**src/design/bir_pkg.sv**
```systemverilog
// Shared constants and types of the bilinear image resizer.
package bir_pkg;

	localparam int STORE_BYTES = 262144;
	localparam int MAX_SIDE    = 4096;
	localparam int ADDR_W      = $clog2(STORE_BYTES);

	localparam logic [31:0] STORE_LIMIT = 32'(STORE_BYTES);
	localparam logic [12:0] SIDE_MAX    = 13'(MAX_SIDE);

	// configuration register indexes
	localparam logic [2:0] REG_SRC_WIDTH  = 3'd0;
	localparam logic [2:0] REG_SRC_HEIGHT = 3'd1;
	localparam logic [2:0] REG_CHANNELS   = 3'd2;
	localparam logic [2:0] REG_DST_WIDTH  = 3'd3;
	localparam logic [2:0] REG_DST_HEIGHT = 3'd4;

	// clamped sizes and Q13.16 ratios
	typedef struct packed {
		logic [12:0] sw;
		logic [12:0] sh;
		logic [2:0]  ch;
		logic [12:0] dw;
		logic [12:0] dh;
		logic [28:0] xr;
		logic [28:0] yr;
	} geom_t;

	typedef struct packed {
		logic       valid;
		logic [7:0] pixel;
		logic       err;
	} res_t;

endpackage

```
**src/design/bir_div.sv**
```systemverilog
// Restoring divider, one quotient bit per cycle, for the scale ratios.
module bir_div (
	input  logic        clk,
	input  logic        arst_n,
	input  logic        start,
	input  logic [28:0] dividend,
	input  logic [12:0] divisor,
	output logic        done,
	output logic [28:0] quotient
);
	import bir_pkg::*;

	localparam int DIV_STEPS = 29;

	logic        busy_q;
	logic        done_q;
	logic [4:0]  cnt_q;
	logic [12:0] rem_q;
	logic [28:0] dq_q;
	logic [12:0] dvs_q;
	logic [13:0] trial;
	logic        fits;

	assign trial = {rem_q, dq_q[28]};
	assign fits  = trial >= {1'b0, dvs_q};

	always_ff @(posedge clk or negedge arst_n) begin
		if (!arst_n) begin
			busy_q <= 1'b0;
			done_q <= 1'b0;
			cnt_q  <= '0;
		end else begin
			done_q <= 1'b0;
			if (start) begin
				busy_q <= 1'b1;
				cnt_q  <= '0;
			end else if (busy_q) begin
				cnt_q <= cnt_q + 5'd1;
				if (cnt_q == 5'(DIV_STEPS - 1)) begin
					busy_q <= 1'b0;
					done_q <= 1'b1;
				end
			end
		end
	end

	// hold the divisor for the whole division
	always_ff @(posedge clk) begin
		if (start) begin
			dq_q  <= dividend;
			dvs_q <= divisor;
			rem_q <= '0;
		end else if (busy_q) begin
			rem_q <= fits ? 13'(trial - {1'b0, dvs_q}) : trial[12:0];
			dq_q  <= {dq_q[27:0], fits};
		end
	end

	assign done     = done_q;
	assign quotient = dq_q;

endmodule

```
**config.mk**
```make
export PLATFORM = sky130hd
export DESIGN_NAME = bir_div
export DESIGN_NICKNAME = d
export VERILOG_FILES = /design/src/design/bir_pkg.sv /design/src/design/bir_div.sv
export SDC_FILE = /design/constraint.sdc
export NUM_CORES = 1
export LEC_CHECK = 0
export ABC_AREA = 0
export BUFFER_PORTS_ARGS = -buffer_cell sky130_fd_sc_hd__buf_4
export CAP_MARGIN = 20
export CORE_ASPECT_RATIO = 0.75
export CORE_UTILIZATION = 40
export CTS_BUF_LIST = sky130_fd_sc_hd__clkbuf_8 sky130_fd_sc_hd__clkbuf_16
export DETAILED_ROUTE_END_ITERATION = 10
export GPL_TIMING_DRIVEN = 0
export HOLD_SLACK_MARGIN = 0.12
export PLACE_DENSITY_LB_ADDON = 0.1
export SYNTH_ARGS = -nofsm -noshare
export SYNTH_HDL_FRONTEND = slang
export SYNTH_SLANG_ARGS = --single-unit
```
**constraint.sdc**
```tcl
create_clock -name clk -period 5.62 [get_ports clk]
set_input_delay 0.562 -clock clk [delete_from_list [all_inputs] [get_ports clk]]
set_output_delay 0.562 -clock clk [all_outputs]
set_load 0.01 [all_outputs]
```
==> results of run 1 <==
-- metal layers --
layer  routed length, um  vias to the layer above  track usage, %
li1                    -                     1196               -
met1                3505                     1133           24.59
met2                3060                       60           26.30
met3                 354                       13           6.818
met4                 159                        0           6.528
met5                   0                        -               0
-- sequential cells by signal, summed over array words and instances, names as in the netlist --
| register | cells |
|---|---|
| quotient | 29 |
| dvs_q | 13 |
| rem_q | 13 |
| cnt_q | 5 |
| busy_q | 1 |
| done | 1 |
-- worst min path at each step --
stage               start       end  slack [ns]  cells past startpoint
4_1_cts        divisor[6]  dvs_q[6]        0.36                      1
3_5_place_dp       arst_n      done        0.38                      1
5_1_grt        divisor[0]  dvs_q[0]        0.36                      1
2_1_floorplan      arst_n    busy_q        0.27                      0
6_report       divisor[8]  dvs_q[8]        0.38                      1
3_3_place_gp       arst_n  cnt_q[4]        0.38                      1
-- area by class of cell --
| cell class | count | area share [%] |
|---|---|---|
| plain buffers | 11 | 1.521 |
| inverters | 24 | 2.147 |
| well taps | 105 | 3.132 |
| clock inverters | 7 | 2.118 |
| repair buffers | 76 | 14.14 |
| flip-flops and latches | 62 | 40.44 |
| clock buffers | 9 | 2.953 |
| multi-input cells | 181 | 33.55 |
-- cells by family (layout without fill, tap and decap cells) --
logic type / Yosys count / in the layout
fa+ha+maj: 16 / 16
flops: 62 / 62
mux: 33 / 33
buf+inv: 35 / 127
compound gates: 54 / 54
xor+xnor: 11 / 11
simple gates: 67 / 67
-- power breakdown --
group	internal [W]	switching, W
Sequential	0.000524	0.0000168
Combinational	0.0000930	0.0000781
Clock	0.000246	0.000178
Total	0.000863	0.000273
-- per-stage QoR --
step                      util [%]  hold WS (ns)  instances  total power (W)
final                        53.22        0.3831        475         0.001136
after floorplan                  -        0.2664        278        0.0006436
after global routing         53.22        0.3619        475         0.001186
after detailed placement     50.40        0.3826        458        0.0007217
after CTS                    53.22        0.3627        475         0.001152
after global placement       50.05        0.3804        457        0.0007194
-- cells in the final DEF, fill, tap and decap left out, types with 5 or more instances in the layout --
master    count
nand2_1      22
a21oi_1      10
inv_1        24
buf_4        74
nand4_1       5
mux2i_1       5
a311oi_1      5
clkbuf_1      6
a211oi_1      6
o21ai_0       7
a21o_1        5
xnor2_1       6
clkbuf_8      9
nand3_1       5
ha_1         15
mux2_2       28
xor2_1        5
dfrtp_1       7
nor2_1       22
dfxtp_1      13
edfxtp_1     42
==> flow_summary.ini, run 1 <==
[sta]
tightest_slew_ns = 0.6563
setup_viol = 0
period_share_pct = 49.36
fin_skew_ns = 0.006405
hold_viol = 0
relSlewSlack_pct = 56.14
min_period_ns = 2.774
report.final.slew_viol_count = 0
finalSetupTns_ns = 0
rsz0062_at_grt = false
fin_ws_ns = 2.846
fmax_ghz = 0.3605

[setup_path]
critPathMaxFanout = 10
slowest_delay_ns = 0.43
r2r-start = quotient[28]
path_depth = 11
end_kind = flip-flop
worst_ep_required_time_ns = 5.87
cp_cell_sequence = inv_1, ha_1, inv_1, fa_1, a211oi_1, o21bai_1, a21oi_4, a31o_2, buf_6, a21oi_1, a211oi_1
cp-start-kind = flip-flop
crit_arrival_ns = 3.03
worstSetupEndpoint = rem_q[11]
r2r_slack_ns = 2.85
slowest_stage = edfxtp_1
path_buf_inv = 3
startpoint = quotient[28]
critical_path_class = reg -> reg
r2r-end = rem_q[11]
reg2reg_depth = 11
cp_top_family = compound AO/OA/AOI/OAI gates

[grt]
grt_overflow = 0
grt_pass1_vias = 2250
grt_pass1_wl_mm = 11.42
grt_usage_pct = 18.15
antenna_found_initial = 0
grt_start_max_net_pins = 18

[logic_synthesis]
synth_edf_count = 42
synth_mux_area_share_pct = 11.21
ys_seq_area_share_pct = 52.07
yosys.area_share.simple_pct = 9.332
synth_top_family_by_area = compound AO/OA/AOI/OAI gates
synthAdderAreaFrac_pct = 6.375
postSynthCellCount = 278
synthTopCellsByCount = edfxtp_1 (42), mux2_2 (28), inv_1 (24), nand2_1 (22), nor2_1 (22)
syn-num-nets = 339
synth_area_leaders = edfxtp_1 (39%), mux2_2 (9.7%), dfxtp_1 (8.0%)
avgSynthCellArea_um2 = 11.72
synth-xor-area-share_pct = 2.957
synthFlopType = edfxtp_1
ys_types = 46
netlist_area_mm2 = 0.003258
synth_compound_area_share_pct = 13.33
synth-seq-cells = 62
yosysTopAreaCell = edfxtp_1
synth.top_cell.area_share_pct = 38.71
yosys.cell_count.top_type = edfxtp_1
async_flop_share_pct = 11.29
synth-warning-count = 0

[floorplan]
fp.dieH_um = 80.16
core-area_mm2 = 0.007883
chipWidth_um = 106.2
num_rows = 28
fp.dieArea_mm2 = 0.008514
num_io_pins = 75
start_util_pct = 41.33

[clock_tree]
root_buffer = clkbuf_8
postCtsSetupBuffers = 0
clock_insertion_delay_worst_skew_ns = 0.35
htree_levels = 3
numCtsBuffers = 9
path_clk_slew_ns = 0.07
post_cts_resized = 0
clkSinkCount = 62
cts_hold_buf = 1
clockBufferDepth = 2
cts_tree = done

[layout]
fin_nets = 426
fill_cells = 711
area_growth_pct = 28.76
n_antenna_cell = 0
multi_input_area_mm2 = 0.001408
drive_gt1_share_pct = 35.14
final-seq-area_mm2 = 0.001697
final_cell_area_mm2 = 0.004195

[placed_design]
dpl_cell_area_mm2 = 0.003973
dp_worst_setup_slack_ns = 2.929
gp_congestion = 0.8063
hpwl_mm = 5.107
io_buffer_count = 74

[detailed_routing]
wl_per_cell_um = 14.91
drc = 0
first_pass_iters = 4
ant_nets = 0
drt-initial-drc-count = 75
vias_per_cell = 5.057
dr_total_vias = 2402
wl_mm = 7.080

[hold_path]
hp-class = in -> reg

[flow_run]
cap_violations = 0

[run_status]
status = finished clean

[pwr]
power.leakage_nw = 1.839
ir_worst_vdd_uv = 174.0
power.density_mw_per_mm2 = 270.8
Note: power is estimated with default switching activity, not from simulation.
==> inputs of run 2 (changes only) <==
==> constraint.sdc (replaced) <==
create_clock -name clk -period 2.75 [get_ports clk]
set_input_delay 0.275 -clock clk [delete_from_list [all_inputs] [get_ports clk]]
set_output_delay 0.275 -clock clk [all_outputs]
set_load 0.01 [all_outputs]
==> flow_summary.ini, run 2 (synthesis results as in run 1) <==
[floorplan]
start_util_pct = 41.33
num_io_pins = 75
fp.dieH_um = 80.16
num_rows = 28
fp.dieArea_mm2 = 0.008514
chipWidth_um = 106.2
core-area_mm2 = 0.007883

[layout]
multi_input_area_mm2 = 0.001419
n_antenna_cell = 0
drive_gt1_share_pct = 35.40
fill_cells = 705
layout_common_cells = buf_4 (78), edfxtp_1 (42), mux2_2 (28)
largest_reg_flops = 29
fin_nets = 443
final-seq-area_mm2 = 0.001697
layout_commonest_cell = buf_4
area_growth_pct = 34.02

[detailed_routing]
dr_total_vias = 2458
vias_per_cell = 4.996
wl_mm = 7.222
drc = 0
ant_nets = 0
wl_per_cell_um = 14.68
first_pass_iters = 4
drt-initial-drc-count = 72

[sta]
finalSetupTns_ns = 0
period_share_pct = 94.76
report.final.slew_viol_count = 0
relSlewSlack_pct = 56.39
setup_viol = 0
rsz0062_at_grt = false
fin_ws_ns = 0.1441
min_period_ns = 2.606
fin_skew_ns = 0.006966
hold_viol = 0
fmax_ghz = 0.3837
tightest_slew_ns = 0.6526

[grt]
antenna_found_initial = 0
grt_pass1_wl_mm = 11.48
grt_usage_pct = 18.24
grt_overflow = 0
grt_pass1_vias = 2268
grt_start_max_net_pins = 18

[clock_tree]
path_clk_slew_ns = 0.07
clkSinkCount = 62
cts_tree = done
htree_levels = 3
clockBufferDepth = 2
root_buffer = clkbuf_8
numCtsBuffers = 9
clock_insertion_delay_worst_skew_ns = 0.35

[placed_design]
dp_worst_setup_slack_ns = 0.05906
gp_congestion = 0.8063
hpwl_mm = 5.107
io_buffer_count = 74

[pwr]
power.density_mw_per_mm2 = 537.4
ir_worst_vdd_uv = 356.2
power.leakage_nw = 1.917

[setup_path]
worst_ep_required_time_ns = 3.05
crit_arrival_ns = 2.90
r2r_slack_ns = 0.14
startpoint = quotient[28]
reg2reg_depth = 12
r2r-end = rem_q[6]
r2r-start = quotient[28]
cp-start-kind = flip-flop
critPathMaxFanout = 10
critical_path_class = reg -> reg
end_kind = flip-flop

[hold_path]
hold_path_depth = 3
min_from = dividend[0]
hp-class = in -> reg
hold_path_end = quotient[0]

[flow_run]
cap_violations = 0

[run_status]
status = finished clean
## run 2: cell types whose count changed in the layout (fill, tap and decap cells not counted)
cell,before,now
o21bai_1,1,0
buf_4,74,78
dlygate4sd3_1,1,14
fa_2,0,1
a211oi_1,6,5
a211oi_2,0,1
fa_1,1,0
o21bai_2,0,1
## run 2: worst max-delay path by stage
stage | depth (start not counted) | end
2_1_floorplan | 11 | rem_q[7]
3_3_place_gp | 11 | rem_q[8]
3_5_place_dp | 11 | rem_q[3]
4_1_cts | 11 | rem_q[11]
5_1_grt | 12 | rem_q[6]
6_report | 12 | rem_q[6]
## run 2: critical path, stage by stage, from the launching register on
cell,delay (ns)
edfxtp_1,0.42
inv_1,0.08
ha_1,0.16
inv_1,0.06
fa_2,0.37
a211oi_2,0.25
o21bai_2,0.13
a21oi_4,0.21
buf_4,0.15
a31oi_4,0.11
buf_6,0.19
a311oi_1,0.25
o31a_1,0.16
## run 2: final cells by class
type | count | area share, %
multi-input cells | 181 | 32.49
repair buffers | 93 | 17.25
plain buffers | 11 | 1.461
clock buffers | 9 | 2.837
inverters | 24 | 2.063
well taps | 105 | 3.009
flip-flops and latches | 62 | 38.85
clock inverters | 7 | 2.034
## run 2: layer usage
| metal | part of all wire [%] | GRT usage (%) | up-vias |
|---|---|---|---|
| li1 | - | - | 1228 |
| met1 | 49 | 24.69 | 1150 |
| met2 | 43 | 26.49 | 67 |
| met3 | 5.8 | 6.818 | 13 |
| met4 | 2.2 | 6.528 | 0 |
| met5 | 0 | 0 | - |
## run 2: through the flow
step                      cell area [um^2]  hold WS [ns]  std cells  total power (W)  util (%)
after global placement                3945       0.09337        457         0.001470     50.05
after floorplan                       3258      -0.02059        278         0.001315         -
after detailed placement              3973       0.09559        458         0.001475     50.40
after CTS                             4325        0.1881        488         0.002369     54.87
after global routing                  4367        0.2027        492         0.002450     55.40
final                                 4367        0.2063        492         0.002347     55.40
## run 2: repair_timing
action	4_1_cts	5_1_grt
buffers inserted	0	4
gates resized for setup	0	3
endpoints found under the setup margin	0	14
hold buffers	14	0
endpoints found under the hold margin	20	0
## run 2: power by group
group | switching [W] | leakage [nW] | internal [W] | total [W]
Combinational | 0.000166 | 1.18 | 0.000209 | 0.000375
Sequential | 0.0000343 | 0.632 | 0.00107 | 0.00111
Clock | 0.000363 | 0.103 | 0.000503 | 0.000866
Total | 0.000563 | 1.92 | 0.00178 | 0.00235
==> inputs of run 3 (changes only) <==
--- a/config.mk
+++ b/config.mk
@@ -9,7 +9,7 @@
 export BUFFER_PORTS_ARGS = -buffer_cell sky130_fd_sc_hd__buf_4
 export CAP_MARGIN = 20
 export CORE_ASPECT_RATIO = 0.75
-export CORE_UTILIZATION = 40
+export CORE_UTILIZATION = 26
 export CTS_BUF_LIST = sky130_fd_sc_hd__clkbuf_8 sky130_fd_sc_hd__clkbuf_16
 export DETAILED_ROUTE_END_ITERATION = 10
 export GPL_TIMING_DRIVEN = 0
==> flow_summary.ini, run 3 (synthesis results as in run 1) <==
[setup_path]
critPathMaxFanout = 10
end_kind = flip-flop
worst_ep_required_time_ns = 3.02
critical_path_class = reg -> reg
crit_arrival_ns = 2.84
cp-start-kind = flip-flop

[pwr]
power.density_mw_per_mm2 = 575.1
power.leakage_nw = 1.949
ir_worst_vdd_uv = 334.2

[layout]
final_util_pct = 36.71
layout_common_cells = buf_4 (76), edfxtp_1 (42), mux2_2 (28)
largest_reg_flops = 29
drive_gt1_share_pct = 34.55
fin_nets = 441
n_antenna_cell = 0
area_growth_pct = 38.17
layout_commonest_cell = buf_4

[sta]
setup_viol = 0
period_share_pct = 93.44
min_period_ns = 2.570
fmax_ghz = 0.3892
rsz0062_at_grt = false
fin_skew_ns = 0.009294
relSlewSlack_pct = 52.97
finalSetupTns_ns = 0
tightest_slew_ns = 0.7037
hold_viol = 0
report.final.slew_viol_count = 0

[grt]
grt_usage_pct = 12.70
grt_start_max_net_pins = 16
grt_use_met1_pct = 18.27
busiest_layer = met2
use_met3_pct = 3.549
grt_pass1_wl_mm = 12.66
grt_pass1_vias = 2363
grt_overflow = 0
use_met2_pct = 18.45
antenna_found_initial = 0

[detailed_routing]
drt-initial-drc-count = 122
drc = 0
wl_mm = 7.935
dr_total_vias = 2462
wl_per_cell_um = 14.40
ant_nets = 0
vias_per_cell = 4.468
first_pass_iters = 4

[clock_tree]
numCtsBuffers = 9
clockBufferDepth = 2
clkSinkCount = 62
path_clk_slew_ns = 0.06
clock_insertion_delay_worst_skew_ns = 0.33
root_buffer = clkbuf_16
cts_tree = done
htree_levels = 3

[floorplan]
num_rows = 35
core-area_mm2 = 0.01226
start_util_pct = 26.57
fp.dieArea_mm2 = 0.01299
num_io_pins = 75
fp.dieH_um = 98.95
chipWidth_um = 131.3

[placed_design]
hpwl_mm = 5.638
io_buffer_count = 74
gp_congestion = 0.7377

[run_status]
status = finished clean

[flow_run]
cap_violations = 0

[hold_path]
hp-class = in -> reg
[run 3: changes by cell type in the layout (fill, tap and decap cells not counted), moves of 2 or more]
cell | before | now
inv_1 | 24 | 26
buf_4 | 78 | 76
clkbuf_16 | 0 | 9
clkinv_4 | 0 | 2
clkbuf_8 | 9 | 0
[run 3: final timing paths]
kind,startpoint,to,slack (ns),cells past startpoint
worst max register to register,quotient[28],rem_q[6],0.18,11
max in group asynchronous,arst_n,busy_q,2.31,2
worst max-delay path,quotient[28],rem_q[6],0.18,11
worst min register to register,rem_q[4],rem_q[4],0.50,2
worst min-delay path,dividend[0],quotient[0],0.23,3
min in group asynchronous,arst_n,cnt_q[2],0.32,2
[run 3: area by class of cell]
class | count | area (um^2)
fill | 1245 | 7760
inverter | 24 | 90.09
sequential | 62 | 1697
buffer | 11 | 63.81
multi-input combinational | 181 | 1425
clock inverter | 7 | 67.56
timing repair buffer | 91 | 725.7
tap | 166 | 207.7
clock buffer | 9 | 225.2
[run 3: per-layer routing]
metal	wire, um	share of wire [%]
met4	36	0.45
met5	0	0
met2	3421	43
met3	297	3.7
met1	4180	53
[run 3: critical path, cell delays in order, from the launching register on]
cell	delay (ns)
edfxtp_1	0.41
inv_1	0.08
ha_1	0.16
inv_1	0.05
fa_1	0.43
a211oi_2	0.26
o21bai_2	0.13
a21oi_4	0.21
a31oi_4	0.15
buf_6	0.19
a311oi_1	0.27
o31a_1	0.17
[run 3: repair_timing]
action / CTS / global route
endpoints found under the setup margin: 5 / 10
hold endpoints to repair: 20 / 0
gates resized for setup: 0 / 3
buffers inserted: 1 / 1
pin swaps: 1 / 1
hold buffers: 14 / 0
[run 3: stage by stage]
stage	total power, W	hold slack (ns)	instance area, um^2	setup WS, ns	cells
2_1_floorplan	0.001315	-0.02059	3258	0.3275	278
3_3_place_gp	0.001479	0.09630	4021	0.006479	518
3_5_place_dp	0.001480	0.09623	4036	0.005395	519
4_1_cts	0.002628	0.2248	4477	0.01993	550
5_1_grt	0.002712	0.2409	4502	0.01328	551
6_report	0.002589	0.2294	4502	0.1804	551
[run 3: power by group]
| group | leakage, nW | switching [W] | internal, W |
|---|---|---|---|
| Sequential | 0.632 | 0.0000361 | 0.00107 |
| Combinational | 1.17 | 0.000167 | 0.000206 |
| Clock | 0.148 | 0.000412 | 0.000696 |
| Total | 1.95 | 0.000615 | 0.00197 |
